File: config.mk
export PLATFORM = sky130hd
export DESIGN_NAME = kmnca_cell
export DESIGN_NICKNAME = d
export VERILOG_FILES = /design/src/sv/kmnca_pkg.sv /design/src/sv/kmnca_ram.sv /design/src/sv/kmnca_cell.sv
export SDC_FILE = /design/constraint.sdc
export NUM_CORES = 2
export LEC_CHECK = 0
export BUFFER_PORTS_ARGS = -buffer_cell sky130_fd_sc_hd__buf_2
export CAP_MARGIN = 20
export CELL_PAD_IN_SITES_DETAIL_PLACEMENT = 2
export CELL_PAD_IN_SITES_GLOBAL_PLACEMENT = 2
export CORE_UTILIZATION = 43
export DETAILED_ROUTE_END_ITERATION = 7
export GPL_TIMING_DRIVEN = 0
export PLACE_DENSITY_LB_ADDON = 0.1
export SLEW_MARGIN = 20
export SYNTH_ARGS = -nofsm -noshare
export SYNTH_HDL_FRONTEND = slang
export SYNTH_SLANG_ARGS = --single-unit
File: constraint.sdc
create_clock -name clk_i -period 8.4 [get_ports clk_i]
set_clock_uncertainty 0.2 [all_clocks]
set_input_delay 1.26 -clock clk_i [delete_from_list [all_inputs] [get_ports clk_i]]
set_output_delay 1.26 -clock clk_i [all_outputs]
set_load 0.1 [all_outputs]
File: src/sv/kmnca_pkg.sv
// Shared constants and types for the k-means nearest centroid assignment core.
// Used by the cell, the RAM users and the top level; depends on nothing else.
`default_nettype none

package kmnca_pkg;

  localparam int MAX_CLUSTERS = 16;
  localparam int MAX_FEATURES = 64;
  localparam int VALUE_BITS   = 16;

  localparam int CLW        = $clog2(MAX_CLUSTERS);
  localparam int FTW        = $clog2(MAX_FEATURES);
  localparam int CNW        = $clog2(MAX_CLUSTERS + 1);
  localparam int FNW        = $clog2(MAX_FEATURES + 1);
  localparam int SQ_BITS    = 2 * VALUE_BITS;
  localparam int DIST_BITS  = 38;
  localparam int CFG_IDX_W  = 1;
  localparam int CFG_DATA_W = 7;

  localparam logic [DIST_BITS-1:0] DIST_MAX = {DIST_BITS{1'b1}};

  localparam logic [CFG_IDX_W-1:0] REG_CLUSTER_COUNT = 1'd0;
  localparam logic [CFG_IDX_W-1:0] REG_FEATURE_COUNT = 1'd1;

  localparam logic REQ_SAMPLE = 1'b0;
  localparam logic REQ_LOAD   = 1'b1;

  typedef enum logic [2:0] {
    ST_IDLE,
    ST_MUL,
    ST_ACC,
    ST_WAIT,
    ST_SCAN
  } state_e;

  // Broadcast from the sequencer to every cell
  typedef struct packed {
    logic                  we;
    logic [CLW-1:0]        wcl;
    logic [FTW-1:0]        waddr;
    logic [VALUE_BITS-1:0] wdata;
    logic [FTW-1:0]        raddr;
    logic [VALUE_BITS-1:0] x;
    logic                  mul_en;
    logic                  acc_en;
    logic                  clr;
    logic [CNW-1:0]        nclus;
  } ctrl_t;

  // Running minimum handed from one cell to the next
  typedef struct packed {
    logic                 vld;
    logic [DIST_BITS-1:0] best;
    logic [CLW-1:0]       lbl;
  } link_t;

endpackage

`default_nettype wire

File: src/sv/kmnca_ram.sv
// Generic single write port, single read port RAM with registered read data.
// No dependencies; contents are undefined until written.
`default_nettype none

module kmnca_ram #(
  parameter int WIDTH = 16,
  parameter int DEPTH = 64
) (
  input  wire logic                     clk_i,
  input  wire logic                     we_i,
  input  wire logic [$clog2(DEPTH)-1:0] waddr_i,
  input  wire logic [WIDTH-1:0]         wdata_i,
  input  wire logic [$clog2(DEPTH)-1:0] raddr_i,
  output logic      [WIDTH-1:0]         rdata_o
);

  logic [WIDTH-1:0] mem_q [DEPTH];

  always_ff @(posedge clk_i) begin
    if (we_i) begin
      mem_q[waddr_i] <= wdata_i;
    end
    rdata_o <= mem_q[raddr_i];
  end

endmodule

`default_nettype wire

File: src/sv/kmnca_cell.sv
// One cluster cell: centroid RAM, squared-difference stage, saturating
// accumulator and one stage of the minimum-search chain. Uses kmnca_pkg, kmnca_ram.
`default_nettype none

module kmnca_cell (
  input  wire logic                          clk_i,
  input  wire logic                          rst_ni,
  input  wire logic [kmnca_pkg::CLW-1:0]     idx_i,
  input  wire kmnca_pkg::ctrl_t              ctrl_i,
  input  wire kmnca_pkg::link_t              link_i,
  output kmnca_pkg::link_t                   link_o
);
  import kmnca_pkg::*;

  logic [VALUE_BITS-1:0] cent;
  logic signed [VALUE_BITS:0] diff;
  logic [VALUE_BITS:0]   neg;
  logic [VALUE_BITS-1:0] absd;
  logic [SQ_BITS-1:0]    sq_q;
  logic [DIST_BITS-1:0]  acc_q, acc_d;
  logic [DIST_BITS:0]    sum;
  logic                  take;
  logic                  vld_q;
  logic [DIST_BITS-1:0]  best_q;
  logic [CLW-1:0]        lbl_q;

  kmnca_ram #(
    .WIDTH(VALUE_BITS),
    .DEPTH(MAX_FEATURES)
  ) u_ram (
    .clk_i  (clk_i),
    .we_i   (ctrl_i.we && (ctrl_i.wcl == idx_i)),
    .waddr_i(ctrl_i.waddr),
    .wdata_i(ctrl_i.wdata),
    .raddr_i(ctrl_i.raddr),
    .rdata_o(cent)
  );

  always_comb begin
    diff = $signed({ctrl_i.x[VALUE_BITS-1], ctrl_i.x}) - $signed({cent[VALUE_BITS-1], cent});
    neg  = ~diff + 1'b1;
    absd = diff[VALUE_BITS] ? neg[VALUE_BITS-1:0] : diff[VALUE_BITS-1:0];
    sum  = {1'b0, acc_q} + (DIST_BITS + 1)'(sq_q);
    // saturate at the largest representable distance
    acc_d = sum[DIST_BITS] ? DIST_MAX : sum[DIST_BITS-1:0];
    take  = ({1'b0, idx_i} < ctrl_i.nclus) && (acc_q < link_i.best);
  end

  always_ff @(posedge clk_i) begin
    if (ctrl_i.mul_en) begin
      sq_q <= absd * absd;
    end
  end

  always_ff @(posedge clk_i or negedge rst_ni) begin
    if (!rst_ni) begin
      acc_q <= '0;
    end else if (ctrl_i.clr) begin
      acc_q <= '0;
    end else if (ctrl_i.acc_en) begin
      acc_q <= acc_d;
    end
  end

  always_ff @(posedge clk_i or negedge rst_ni) begin
    if (!rst_ni) begin
      vld_q <= 1'b0;
    end else begin
      vld_q <= link_i.vld;
    end
  end

  always_ff @(posedge clk_i) begin
    if (link_i.vld) begin
      best_q <= take ? acc_q : link_i.best;
      lbl_q  <= take ? idx_i : link_i.lbl;
    end
  end

  assign link_o = '{vld: vld_q, best: best_q, lbl: lbl_q};

endmodule

`default_nettype wire

# Word-level counts from Yosys, hierarchy flattened

Memory sizes are Yosys's and may differ from the RTL's. A register that Yosys moved wholly into a read port is not among the register bits.
Index checks and enable logic that the tools add are counted.

Bits in latches: 0
Memory bits (read-only): 0
Output and inout bits: 43
Word-level logic and storage cells: 25
RAM bits: 1024
Input port bits: 106
Memories kept: 1
Register bits: 113

Memories:

| name        | depth | bits a word | rd ports | clocked after memory_dff | wr ports | line            | source |
|---|---|---|---|---|---|---|---|
| u_ram.mem_q | 64    | 16          | 1        | 1                        | 1        | kmnca_ram.sv:17 | `logic [WIDTH-1:0] mem_q [DEPTH];` |

$lt $le $gt $ge: 2
$add $sub $neg: 3
Bitwise logic cells: 1
Div/mod/pow operators: 0
Reduce and logical (&&, ||, !) cells: 3
$mul: 1
Muxes and demuxes: 8
Shifts and indexed selects: 0
Equal/unequal tests: 1

Operators with widths:

| kind                                                            | count |
|---|---|
| 38-bit two-way mux                                              | 4 |
| 38-bit by 32-bit adder with 39-bit output                       | 1 |
| 38-bit < comparator                                             | 1 |
| 16-bit by 16-bit multiplier with 32-bit output                  | 1 |
| 16-bit by 16-bit subtractor with 17-bit output                  | 1 |
| 16-bit by 1-bit adder with 16-bit output, second input constant | 1 |
| 16-bit two-way mux                                              | 1 |
| 16-bit NOT                                                      | 1 |
| 4-bit by 5-bit < comparator with 1-bit output                   | 1 |
| 4-bit == test                                                   | 1 |
| 4-bit two-way mux                                               | 1 |
| 1-bit logical AND                                               | 2 |
| 1-bit two-way mux                                               | 2 |
| 2-bit nonzero test                                              | 1 |

# Logic depth before layout (Yosys ltp)

Word-level depth: 5
Gate-level depth with buffers: 38
Gate-level depth less buffers: 36

# Hierarchy

A second synthesis with hierarchy kept.

Cell total of the unflattened synthesis: 3455
Area, all modules: 55244.2 um^2

By module, submodules not included:

| module     | sequential area each (um^2) | cells each | area each (um^2) | times used |
|---|---|---|---|---|
| kmnca_ram  | 31069.8                     | 1829       | 40042.2          | 1 |
| kmnca_cell | 3168.0                      | 1626       | 15202.1          | 1 |

# Least setup slack after synthesis

No wires, ideal clock.

Path type: in2reg
Start: in ctrl_i[8] in the netlist's numbering
End: reg sq_q[29], data pin
Stages: 33
Required time: 7.942 ns
Setup slack: -1.090 ns
Arrival time: 9.032 ns
Path buffers: 2
Library setup time: 0.258 ns
Cell sequence: inv_1 -> ha_1 -> fa_1 -> nand2b_1 -> a21bo_2 -> a21o_1 -> a311oi_2 -> a31o_2 -> clkbuf_1 -> a21oi_1 -> xor2_1 -> inv_1 -> clkbuf_1 -> nor2_1 -> fa_1 -> ha_1 -> or2_2 -> fa_1 -> inv_1 -> fa_1 -> fa_1 -> fa_1 -> inv_1 -> ha_1 -> a21o_1 -> a221o_1 -> a41oi_1 -> a21oi_1 -> a21oi_1 -> o41ai_1 -> o21a_1 -> nor2_1 -> xnor2_1

Cells in the longest elaborated chain, start to end: 5

Ends and longest elaborated chain:

| element                                          | line             | source |
|---|---|---|
| start, declared                                  | kmnca_cell.sv:9  | `input wire kmnca_pkg::ctrl_t ctrl_i,` |
| 16-bit by 16-bit subtractor with 17-bit output * | kmnca_cell.sv:40 | `diff = $signed({ctrl_i.x[VALUE_BITS-1], ctrl_i.x}) - $signed({cent[VALUE_BITS-1], cent});` |
| 16-bit NOT                                       | kmnca_cell.sv:41 | `neg = ~diff + 1'b1;` |
| 16-bit by 1-bit adder with 16-bit output         | kmnca_cell.sv:41 |  |
| 16-bit two-way mux *                             | kmnca_cell.sv:42 | `absd = diff[VALUE_BITS] ? neg[VALUE_BITS-1:0] : diff[VALUE_BITS-1:0];` |
| 16-bit by 16-bit multiplier with 32-bit output * | kmnca_cell.sv:51 | `sq_q <= absd * absd;` |
| end signal, assigned                             | kmnca_cell.sv:51 |  |
| end, declared                                    | kmnca_cell.sv:19 | `logic [SQ_BITS-1:0] sq_q;` |

Mark *: on every way between the ends. The rest lies on a longest branch, timed or not.
A chain may end at the register's enable or synchronous reset.

# Final worst setup path

Start: in ctrl_i[8] in the netlist's numbering
End: reg sq_q[30], data pin

The elaborated chain is that of the path after synthesis.

==> summary.md <==
The die extent in x is 358 microns. TritonCTS built the clock tree. The share of Yosys cell area claimed by the top area cell type is 60.4%.

At the placement stage, the worst setup path has a slack of -2.50 ns. The number of clock buffers added by TritonCTS is 119. The checks that failed: setup timing. Number of port buffers: 138. The count of synthesis-stage warnings from yosys was 0; the critical-path maximum fanout was 4. The class of the tightest hold or removal check is primary input to async pin.

The final worst-path setup slack is -0.360 ns, and the growth of design area from synthesis to finish is 17.6%. Routability-driven placement finished with a final weighted congestion of 0.829. The achievable frequency came out at 114 MHz. The first global-routing pass estimated 247 mm of wire. The async set or reset register ratio after synthesis was 3.39%. In the synthesized netlist, the number of instances is 3,177. By area the synthesized netlist is led by sky130_fd_sc_hd__edfxtp_1 (60%), sky130_fd_sc_hd__mux4_2 (14%), sky130_fd_sc_hd__fa_1 (6.0%). The post-detailed-placement half-perimeter wirelength was 118 mm; the overflow left after global routing was 0.

Die boundary height: 358 microns. The detailed-route vias per instance was 5.78; the detailed-route wire length per cell was 31.9 microns. For this design, the slowest cell found on the critical path is sky130_fd_sc_hd__fa_2. In this design, the critical path's most frequently occurring cell is sky130_fd_sc_hd__fa_1. The count of nets left with antenna violations once routing finished came out at 0. The kind of end point of the critical path is a flip-flop. Row generation in the floorplan step produced 130 rows.

Final number of hold-violating endpoints: 0. The headroom to the max-slew limit is 27.9%. The first detailed-routing pass ran for 5 iterations. The run gives 0 as the final routed DRC violation total.

Setup violations remaining at the end of the flow were counted as 14. The via count of the first global-routing pass is 35,000, and the number of antenna violations at the first check in global routing is 9. The clock drives 1,152 sinks. STA puts the critical path data required time at 8.63 ns. The post-detailed-routing wire length was 171 mm; the post-synthesis register bit count was 1,152. The tools report the netlist area before placement as 0.0545 sq mm. The tools report the sequential-to-total area share from yosys stat as 62.8%. The final critical path takes up 104% of the cycle. For the worst-skew pair, the clock arrives at the later sink with an insertion delay of 0.78 ns. The initial core utilization was 43.3%; the placeable core region was 0.126 sq mm. The logs give 0.128 sq mm for the overall die area and 3 for the number of buffers between clock root and the deepest sink.

At the pin with the least slew margin, the transition time is 1.08 ns. The final number of max-transition violations came out at 0. For this run, the slowest stage of the critical path takes 0.60 ns. The H-tree was split into 3 levels.

Setup total negative slack on the finished layout was measured at -2.87 ns. The signal arrival time at the worst endpoint was 8.99 ns. The critical path is of the primary input to flip-flop type. The clock-pin slew of the registers on the worst-case setup and hold paths came out at 0.06 ns. The tree is rooted in a sky130_fd_sc_hd__clkbuf_16.

Fill cells in the final layout number 11,300. Summed over all instances, the cell type with the most area after synthesis is sky130_fd_sc_hd__edfxtp_1. In the final layout, the share of cells above drive strength 1 is 29.5%. Summing over every cut layer, the via total after detailed routing is 30,900. The run gives 3,631 as the total nets after synthesis. Top flip-flop cell by instance count after synthesis: sky130_fd_sc_hd__edfxtp_1.

The run gives 81 as the unique cell type count in the Yosys netlist. Setup repair after global routing could not meet its margin everywhere. Global routing consumed, over all layers together, 27.0% of the routing resources.

The smallest clock period supported by the final layout is computed as 8.76 ns. The number of synthesized flops with an enable pin works out to 1,097. The run finished, with violations left. 149 I/O pins were placed. The kind of start point of the critical path is a primary input.

Pin count of the biggest net entering global routing: 65. The number of nets at the end of the flow was 4,046. The hold buffer count at CTS is 0, and the max-cap violation count is 0.

Each instance of the synthesized netlist takes up on average 17.2 sq um. For this block, the initial DRC count from the detailed router was 2,406.
==> worst paths after layout <==
path                                  startpoint   endpoint  slack [ns]  cells past startpoint
worst max-delay path                   ctrl_i[8]   sq_q[30]       -0.36                     35
max in group asynchronous                 rst_ni  acc_q[25]        7.22                      1
worst max register to register  u_ram.rdata_o[6]   sq_q[30]       -0.14                     33
min in group clk_i                     acc_q[36]  acc_q[36]        0.42                      1
worst min register to register         acc_q[36]  acc_q[36]        0.42                      1
worst min-delay path                      rst_ni   acc_q[7]        0.33                      1
==> cells in the mapped netlist, types with 4 or more instances <==
cell type and count:
sky130_fd_sc_hd__and3_1 8, sky130_fd_sc_hd__a21oi_1 90, sky130_fd_sc_hd__o21a_1 13, sky130_fd_sc_hd__and4_1 5
sky130_fd_sc_hd__dfrtp_1 39, sky130_fd_sc_hd__a31oi_1 19, sky130_fd_sc_hd__buf_1 29, sky130_fd_sc_hd__fa_1 163
sky130_fd_sc_hd__a311oi_1 19, sky130_fd_sc_hd__nand2_1 110, sky130_fd_sc_hd__o211ai_1 5, sky130_fd_sc_hd__o22ai_1 7
sky130_fd_sc_hd__clkbuf_1 90, sky130_fd_sc_hd__nand3b_1 4, sky130_fd_sc_hd__nand3_1 22, sky130_fd_sc_hd__mux4_2 336
sky130_fd_sc_hd__mux2_2 43, sky130_fd_sc_hd__edfxtp_1 1097, sky130_fd_sc_hd__dfxtp_1 16, sky130_fd_sc_hd__o21bai_1 12
sky130_fd_sc_hd__clkinv_1 4, sky130_fd_sc_hd__nand4_1 18, sky130_fd_sc_hd__nor3_1 20, sky130_fd_sc_hd__and2_1 12
sky130_fd_sc_hd__inv_1 308, sky130_fd_sc_hd__nor4_1 5, sky130_fd_sc_hd__xnor2_1 58, sky130_fd_sc_hd__ha_1 185
sky130_fd_sc_hd__nor2_1 209, sky130_fd_sc_hd__or2_2 6, sky130_fd_sc_hd__nor2b_1 11, sky130_fd_sc_hd__xor2_1 33
sky130_fd_sc_hd__o21ai_0 37, sky130_fd_sc_hd__a21o_1 48, sky130_fd_sc_hd__nand2b_1 19, sky130_fd_sc_hd__a211oi_1 12
==> layer usage <==
metal | vias to the layer above | part of all wire [%] | global-route usage, % | wire (microns)
li1 | 13000 | - | - | -
met1 | 16800 | 38 | 32.1 | 64200
met2 | 834 | 55 | 50.7 | 93900
met3 | 249 | 4.0 | 3.17 | 6780
met4 | 2 | 3.3 | 8.51 | 5700
met5 | - | 0.0070 | 0 | 12
==> critical path: cells and delay by family <==
family / cells / cell delay [ns]
compound gates: 10 / 1.86
xor+xnor: 2 / 0.32
fa+ha+maj: 9 / 3.75
buf+inv: 8 / 0.61
simple gates: 6 / 1.18
==> cell usage in the layout (no fill, tap or decap), drive strengths merged, types with 18 or more instances in the layout <==
cell and n:
edfxtp 1097, mux4 336, buf 326, inv 314, clkbuf 242, nor2 210, ha 185, fa 163
nand2 110, a21oi 90, xnor2 58, clkinv 58, a21o 50, mux2 43, dfrtp 39, o21ai 39
xor2 33, nand3 22, nor3 20, a311oi 20, a31oi 19, nand2b 19, nand4 18
==> what timing repair did <==
item | in CTS | in global routing
setup endpoints to repair | 22 | 18
setup buffers | 79 | 14
endpoints found under the hold margin | 0 | 0
gates cloned | 1 | 0
resized for setup | 142 | 30
pin swaps | 91 | 54
==> sequential cells by signal (all words and copies together), names as in the netlist <==
name,flops
best_q,38
u_ram.rdata_o,16
lbl_q,4
sq_q,31
vld_q,1
acc_q,38
u_ram.mem_q,1024
==> logic make-up (layout without fill, tap and decap cells) <==
logic type,after synthesis,in the layout,share of synthesized area (%)
compound gates,304,304,3.74
flops,1152,1152,62.8
mux,381,381,14.8
other cells,0,4,0
xor+xnor,91,91,1.46
fa+ha+maj,348,348,10.2
buf+inv,439,952,3.06
simple gates,462,462,3.87
==> stage by stage <==
| step | util [%] | cells | area [sq um] | hold slack [ns] |
|---|---|---|---|---|
| 2_1_floorplan | - | 3177 | 54800 | 0.309 |
| 3_3_place_gp | 45.8 | 4965 | 57600 | 0.390 |
| 3_5_place_dp | 46.6 | 5031 | 58600 | 0.399 |
| 4_1_cts | 50.8 | 5328 | 63800 | 0.429 |
| 5_1_grt | 51.0 | 5341 | 64100 | 0.350 |
| 6_report | 51.0 | 5344 | 64100 | 0.331 |
==> cell type report <==
type	count	area (sq um)	share of cell area, %
Inverter	315	1200	1.88
Timing Repair Buffer	297	2370	3.70
Clock inverter	69	697	1.09
Sequential cell	1152	34200	53.4
Buffer	121	607	0.947
Multi-Input combinational cell	1586	19700	30.8
Clock buffer	150	3180	4.96
Tap cell	1650	2060	3.22
Antenna cell	4	10.0	0.0156
Power is left out: the tool's default activity adds up to more than one toggle a clock period on the data nets, which glitch-free logic cannot reach.
